`src/hw/rtl/sulst_pkg.sv`:
```
// Shared types and constants for the sorted unique key list.
`default_nettype none

package sulst_pkg;

  // Width of the key and removed-key ports
  localparam int unsigned KEY_W = 16;

  typedef enum logic [1:0] {
    CMD_INSERT  = 2'd0,
    CMD_POP_MIN = 2'd1,
    CMD_POP_MAX = 2'd2,
    CMD_CLEAR   = 2'd3
  } cmd_e;

  typedef enum logic [1:0] {
    ST_OK    = 2'd0,
    ST_EMPTY = 2'd1,
    ST_FULL  = 2'd2,
    ST_DUP   = 2'd3
  } status_e;

  // Per-cycle command broadcast to every cell
  typedef struct packed {
    logic ins;  // insert key at its sorted place
    logic shl;  // shift every key one cell toward the head
  } cell_ctrl_t;

endpackage

`default_nettype wire

```
`src/hw/rtl/sulst_cell.sv`:
```
// One cell of the sorted key chain: holds one key, compares it, shifts.
`default_nettype none

module sulst_cell #(
  parameter int unsigned KeyW = 16
) (
  input  wire                     clk_i,
  input  wire sulst_pkg::cell_ctrl_t ctrl_i,
  input  wire  [KeyW-1:0]         key_i,       // broadcast key
  input  wire                     occ_i,       // this cell holds a live key
  input  wire  [KeyW-1:0]         left_key_i,
  input  wire                     left_lt_i,   // left neighbor below key
  input  wire  [KeyW-1:0]         right_key_i,
  output logic [KeyW-1:0]         key_o,
  output logic                    lt_o,        // live and below key
  output logic                    hit_o        // live and equal to key
);

  logic [KeyW-1:0] key_q, key_d;

  assign key_o = key_q;
  assign lt_o  = occ_i && (key_q < key_i);
  assign hit_o = occ_i && (key_q == key_i);

  always_comb begin
    key_d = key_q;
    if (ctrl_i.ins) begin
      if (!lt_o) begin
        // first cell at or above the key takes it, the rest move right
        key_d = left_lt_i ? key_i : left_key_i;
      end
    end else if (ctrl_i.shl) begin
      key_d = right_key_i;
    end
  end

  always_ff @(posedge clk_i) begin
    key_q <= key_d;
  end

endmodule

`default_nettype wire

```
`src/hw/rtl/sorted_unique_key_list.sv`:
```
// Top level of the sorted unique key list: cell chain, count and result register.
// Latency: the result of a transaction is presented the cycle after it is accepted.
// Throughput: one transaction per cycle unless out_ready_i stalls; every cell
//   compares against the key in parallel and updates at the same edge.
// Reset: count and output valid clear asynchronously; stored keys are not reset,
//   only cells below the count are ever read.
`default_nettype none

module sorted_unique_key_list #(
  parameter int unsigned CAPACITY = 16,
  parameter int unsigned KEY_BITS = 16
) (
  input  wire                                    clk_i,
  input  wire                                    rst_ni,
  // command channel
  input  wire                                    in_valid_i,
  output logic                                   in_ready_o,
  input  wire  [1:0]                             command_i,
  input  wire  [sulst_pkg::KEY_W-1:0]            key_i,
  // result channel
  output logic                                   out_valid_o,
  input  wire                                    out_ready_i,
  output logic [1:0]                             status_o,
  output logic [sulst_pkg::KEY_W-1:0]            removed_key_o,
  output logic [$clog2(CAPACITY+1)-1:0]          count_o
);

  // Effective stored key width: the port carries at most KEY_W bits
  localparam int unsigned KeyW =
    (KEY_BITS < sulst_pkg::KEY_W) ? KEY_BITS : sulst_pkg::KEY_W;
  localparam int unsigned CntW = $clog2(CAPACITY + 1);

  // ---------------------------------------------------------------------------
  // Handshake: the output register frees up when empty or when taken.
  // ---------------------------------------------------------------------------
  logic accept;
  logic out_valid_q;

  assign in_ready_o = !out_valid_q || out_ready_i;
  assign accept     = in_valid_i && in_ready_o;

  sulst_pkg::cmd_e cmd;
  logic [KeyW-1:0] key_m;

  assign cmd   = sulst_pkg::cmd_e'(command_i);
  assign key_m = key_i[KeyW-1:0];

  // ---------------------------------------------------------------------------
  // Cell chain. Cell 0 holds the smallest key. occ[i] marks cells below count.
  // ---------------------------------------------------------------------------
  logic [CntW-1:0]           count_q, count_d;
  logic [CAPACITY-1:0]       occ, lt, hit;
  logic [KeyW-1:0]           cell_key [CAPACITY];
  sulst_pkg::cell_ctrl_t     ctrl;

  for (genvar i = 0; i < CAPACITY; i++) begin : g_cell
    logic [KeyW-1:0] left_key;
    logic            left_lt;
    logic [KeyW-1:0] right_key;

    assign occ[i] = (CntW'(i) < count_q);

    if (i == 0) begin : g_head
      assign left_key = '0;
      assign left_lt  = 1'b1;  // nothing sits in front of the head
    end else begin : g_body
      assign left_key = cell_key[i-1];
      assign left_lt  = lt[i-1];
    end

    if (i == CAPACITY - 1) begin : g_tail
      assign right_key = '0;
    end else begin : g_mid
      assign right_key = cell_key[i+1];
    end

    sulst_cell #(
      .KeyW (KeyW)
    ) u_cell (
      .clk_i       (clk_i),
      .ctrl_i      (ctrl),
      .key_i       (key_m),
      .occ_i       (occ[i]),
      .left_key_i  (left_key),
      .left_lt_i   (left_lt),
      .right_key_i (right_key),
      .key_o       (cell_key[i]),
      .lt_o        (lt[i]),
      .hit_o       (hit[i])
    );
  end

  // Largest key: the last occupied cell, picked by an AND-OR select
  logic [KeyW-1:0] max_key;

  always_comb begin
    max_key = '0;
    for (int i = 0; i < CAPACITY; i++) begin
      if (occ[i] && ((i == CAPACITY - 1) || !occ[(i + 1) % CAPACITY])) begin
        max_key = max_key | cell_key[i];
      end
    end
  end

  // ---------------------------------------------------------------------------
  // Command decode and result.
  // ---------------------------------------------------------------------------
  logic             dup, full, empty;
  sulst_pkg::status_e status_d;
  logic [KeyW-1:0]  removed_d;

  assign dup   = |hit;
  assign full  = (count_q == CntW'(CAPACITY));
  assign empty = (count_q == '0);

  always_comb begin
    ctrl      = '0;
    status_d  = sulst_pkg::ST_OK;
    removed_d = '0;
    count_d   = count_q;
    case (cmd)
      sulst_pkg::CMD_INSERT: begin
        if (dup) begin
          status_d = sulst_pkg::ST_DUP;       // checked before full
        end else if (full) begin
          status_d = sulst_pkg::ST_FULL;
        end else begin
          ctrl.ins = accept;
          count_d  = count_q + 1'b1;
        end
      end
      sulst_pkg::CMD_POP_MIN: begin
        if (empty) begin
          status_d = sulst_pkg::ST_EMPTY;
        end else begin
          ctrl.shl  = accept;
          removed_d = cell_key[0];
          count_d   = count_q - 1'b1;
        end
      end
      sulst_pkg::CMD_POP_MAX: begin
        if (empty) begin
          status_d = sulst_pkg::ST_EMPTY;
        end else begin
          removed_d = max_key;
          count_d   = count_q - 1'b1;
        end
      end
      sulst_pkg::CMD_CLEAR: begin
        count_d = '0;
      end
      default: begin
        count_d = count_q;
      end
    endcase
  end

  // ---------------------------------------------------------------------------
  // Count and output register.
  // ---------------------------------------------------------------------------
  logic [1:0]                  status_q;
  logic [sulst_pkg::KEY_W-1:0] removed_q;
  logic [CntW-1:0]             count_out_q;

  always_ff @(posedge clk_i or negedge rst_ni) begin
    if (!rst_ni) begin
      count_q     <= '0;
      out_valid_q <= 1'b0;
    end else begin
      if (accept) begin
        count_q     <= count_d;
        out_valid_q <= 1'b1;
      end else if (out_ready_i) begin
        out_valid_q <= 1'b0;
      end
    end
  end

  always_ff @(posedge clk_i) begin
    if (accept) begin
      status_q    <= status_d;
      removed_q   <= sulst_pkg::KEY_W'(removed_d);
      count_out_q <= count_d;
    end
  end

  assign out_valid_o   = out_valid_q;
  assign status_o      = status_q;
  assign removed_key_o = removed_q;
  assign count_o       = count_out_q;

endmodule

`default_nettype wire
```
`config.mk`:
```
export PLATFORM = sky130hd
export DESIGN_NAME = sorted_unique_key_list
export DESIGN_NICKNAME = d
export VERILOG_FILES = /design/src/hw/rtl/sulst_pkg.sv /design/src/hw/rtl/sulst_cell.sv /design/src/hw/rtl/sorted_unique_key_list.sv
export SDC_FILE = /design/constraint.sdc
export NUM_CORES = 1
export LEC_CHECK = 0
export ABC_AREA = 1
export BUFFER_PORTS_ARGS = -buffer_cell sky130_fd_sc_hd__buf_2
export CAP_MARGIN = 20
export CORE_ASPECT_RATIO = 1.1
export CORE_UTILIZATION = 50
export CTS_CLUSTER_SIZE = 12
export DETAILED_ROUTE_END_ITERATION = 6
export MAX_ROUTING_LAYER = met4
export PLACE_DENSITY = 0.66
export SETUP_SLACK_MARGIN = 0.2
export SYNTH_ARGS = -nofsm -noshare
export SYNTH_HDL_FRONTEND = slang
export SYNTH_SLANG_ARGS = --single-unit
```
`constraint.sdc`:
```
create_clock -name clk_i -period 4 [get_ports clk_i]
set_clock_uncertainty 0.05 [all_clocks]
set_input_delay 0.2 -clock clk_i [delete_from_list [all_inputs] [get_ports clk_i]]
set_output_delay 0.2 -clock clk_i [all_outputs]
set_load 0.005 [all_outputs]
```
==> flow_summary.yaml <==
timing:
  slew_viol_final: 0
  fmax_mhz: 272.1
  relSlewSlack: 0.2869
  setup_tns_ns: 0
  report.final.hold_viol_count: 0
  rsz0062_at_grt: "no"
  finalSetupViolations: 0
  period_share: 0.9189
  hold_ws_ns: 0.06636
  period_minus_slack_ns: 3.676
  tightest_slew_ns: 1.069
global_routing:
  grt_pass1_wl_um: 144900
  grt_pass1_vias: 22040
  track_usage: 0.4553
  grt-ovfl-total: 0
  grt_max_degree: 148
  antenna_found_initial: 5
synthesis:
  synth_area_um2: 22570
  synth_edf_count: 279
  syn-num-nets: 3344
  avgSynthCellArea_um2: 7.380
  synth_cells: 3058
  ys_ff_latch: 285
  ys_warn_count: 0
  synth-main-ff-cell: "edfxtp_1"
  post_synth_num_cell_types: 38
  ys_async_sr_fraction: 0.02105
  seq_area_frac_synth: 0.3779
hold_path:
  hold_depth: 3
  hold_path_class: "in2reg"
worst_setup_path:
  crit_fanout: 24
  critPathArrivalTime_ns: 4.02
  end_kind: "register"
  crit_top_cell: "nand2_1"
  path_cells: "ha_1 > nand2_1 > nor2_1 > nand2_1 > inv_1 > nand3_1 > nand2_1 > nor2_1 > nand2_1 > nor2_4 > nand2_2 > nor3_4 > buf_12 > buf_4 > buf_4 > nand2_1 > o21ai_1"
  max_stage_delay_ns: 0.54
  ff2ff_path_depth: 17
  path_delay_family: "simple AND/OR/NAND/NOR gates"
  cp-start-kind: "register"
  crit_path_top_delay_cell: "edfxtp_1"
  worstPathRequired_ns: 4.35
  crit_cells: 17
  path_class: "reg2reg"
  cp.buffers_inverters: 4
detailed_routing:
  ant_nets: 0
  wire_per_inst_um: 26.94
  drt_iter0_drc: 3351
  wl_met2_um: 45600
  first_pass_iters: 6
  vias: 23410
  top_layer: "met4"
  wirelength_um: 101800
  vias_per_cell: 6.196
  wl_met1_um: 37460
  wl_met3_um: 10750
  drc_errors: 0
die:
  dieArea_um2: 45990
  start_util: 0.5073
  die_x_um: 204.6
  io_pins: 47
  rows: 81
  core-area_um2: 44490
  die_y_um: 224.8
job:
  maxCapViolCount: 0
place:
  place.gp.congestion: 1.056
  place_area_um2: 24600
  placed_cells: 3708
  dp_hpwl_um: 75130
  io_buffers: 46
finish:
  finalInstanceArea_um2: 25880
  syn2layout_area_growth_pct: 14.69
  nNetsFinal: 3459
  drive_gt1_frac: 0.09671
  multi_input_area_um2: 12940
  regArea_um2: 8529
  fin_cells: 3778
  fillers: 4244
clock_network:
  cts_buffers: 37
  cts_tree: "built"
  cts.sinks: 285
  clk_pin_slew_ns: 0.06
  root_buffer: "clkbuf_16"
  h-tree-depth: 2
  clock_path_buffers: 3
  clkLatencyLatePin_ns: 0.56
outcome:
  outcome: "finished, final reports clean"
power_and_ir_drop:
  ir_drop_mv: 0.3854
  leakage_nw: 11.92
  pwr_density_cell_nw_per_um2: 551.3
[path summary, 6_finish.rpt]
kind | from | endpoint | slack, ns
setup / recovery | g_cell[15].u_cell.key_o[11] | g_cell[9].u_cell.key_o[13] | 0.32
hold / removal | in_valid_i | out_valid_o | 0.07
setup reg to reg | g_cell[15].u_cell.key_o[11] | g_cell[9].u_cell.key_o[13] | 0.32
hold reg to reg | out_valid_o | out_valid_o | 0.48
max in group asynchronous | rst_ni | count_q[1] | 3.07
min in group asynchronous | rst_ni | count_q[1] | 0.55
[cell usage after synthesis, types with 2 or more instances]
master / instances / area (um^2)
nand3b_1: 6 / 45.04
a221oi_1: 6 / 52.55
nand2_2: 3 / 18.77
nor2_1: 139 / 521.8
inv_1: 132 / 495.5
clkinv_1: 3 / 11.26
inv_2: 6 / 22.52
a21oi_1: 200 / 1001
a211oi_1: 4 / 30.03
a22o_1: 8 / 70.07
o211ai_1: 17 / 127.6
nand4_1: 30 / 187.7
nor2_4: 2 / 22.52
nor2_2: 3 / 18.77
a31oi_1: 3 / 18.77
nor3_1: 14 / 70.07
edfxtp_1: 279 / 8378
xor2_1: 7 / 61.31
o21ai_0: 310 / 1551
nand3_1: 64 / 320.3
or2_2: 16 / 100.1
clkbuf_1: 82 / 307.8
ha_1: 264 / 3303
buf_2: 59 / 295.3
dfrtp_1: 6 / 150.1
o22ai_1: 16 / 100.1
o21ai_1: 45 / 225.2
nand2_1: 1319 / 4951
and2_1: 4 / 25.02
buf_1: 3 / 11.26
[worst min-delay path, stage by stage]
cell and delay [ns]:
buf_2 0.08, nand2_1 0.24, nand2_1 0.13
[timing repair]
| item | CTS | global route |
|---|---|---|
| hold endpoints to repair | 7 | 0 |
| gates cloned | 0 | 0 |
| pin swaps | 0 | 1 |
| endpoints found under the setup margin | 212 | 171 |
| hold buffers | 3 | 0 |
| resized for setup | 2 | 5 |
| setup buffers | 0 | 1 |
[power breakdown]
part	total, mW	internal, mW	switching (mW)
combinational	6.50	1.97	4.53
sequential	4.40	3.87	0.534
clock	3.37	2.00	1.36
[state kept, by name, indices dropped and copies added (netlist names)]
signal and cells:
count_o 5, count_q 5, g_cell.u_cell.key_o 256, out_valid_o 1, removed_key_o 16, status_o 2
[layout by cell type, fill, tap and decap left out, drive strengths merged, types with 44 or more instances in the layout]
cell and n:
a21oi 200, buf 218, clkbuf 44, edfxtp 279, ha 264, inv 138, nand2 1322, nand3 65
nor2 144, o21ai 355
[kinds of logic after synthesis]
| family | after synthesis | share of synthesized area |
|---|---|---|
| buffers and inverters | 286 | 0.05100 |
| xor gates and xnor gates | 7 | 0.002717 |
| and+or+nand+nor | 1603 | 0.2797 |
| DFF | 285 | 0.3779 |
| AOI/OAI and AO/OA | 613 | 0.1423 |
| adders and majority gates | 264 | 0.1464 |
[layer usage]
layer  vias up  GRT usage
met5         -          -
met4         0     0.3156
met3       383    0.07404
met2      1473     0.6918
met1     10970     0.5519
li1      10580          -
[layout make-up]
class | instances | area share
timing repair buffer | 221 | 0.07719
inverter | 141 | 0.02045
sequential | 285 | 0.3295
clock buffer | 44 | 0.03678
clock inverter | 17 | 0.007927
antenna | 2 | 0.0001933
multi-input combinational | 2487 | 0.4999
tap | 581 | 0.02808
[through the flow]
stage                 util  power [mW]  worst slack (ns)
CTS                 0.5798       14.02            0.2535
floorplan                -       7.995            0.5541
global route        0.5818       14.89            0.1989
detailed placement  0.5530       10.67            0.1079
global placement    0.5530       10.59            0.2065
finish              0.5818       14.27            0.3245
No activity file was read; power rests on OpenSTA's default activity.
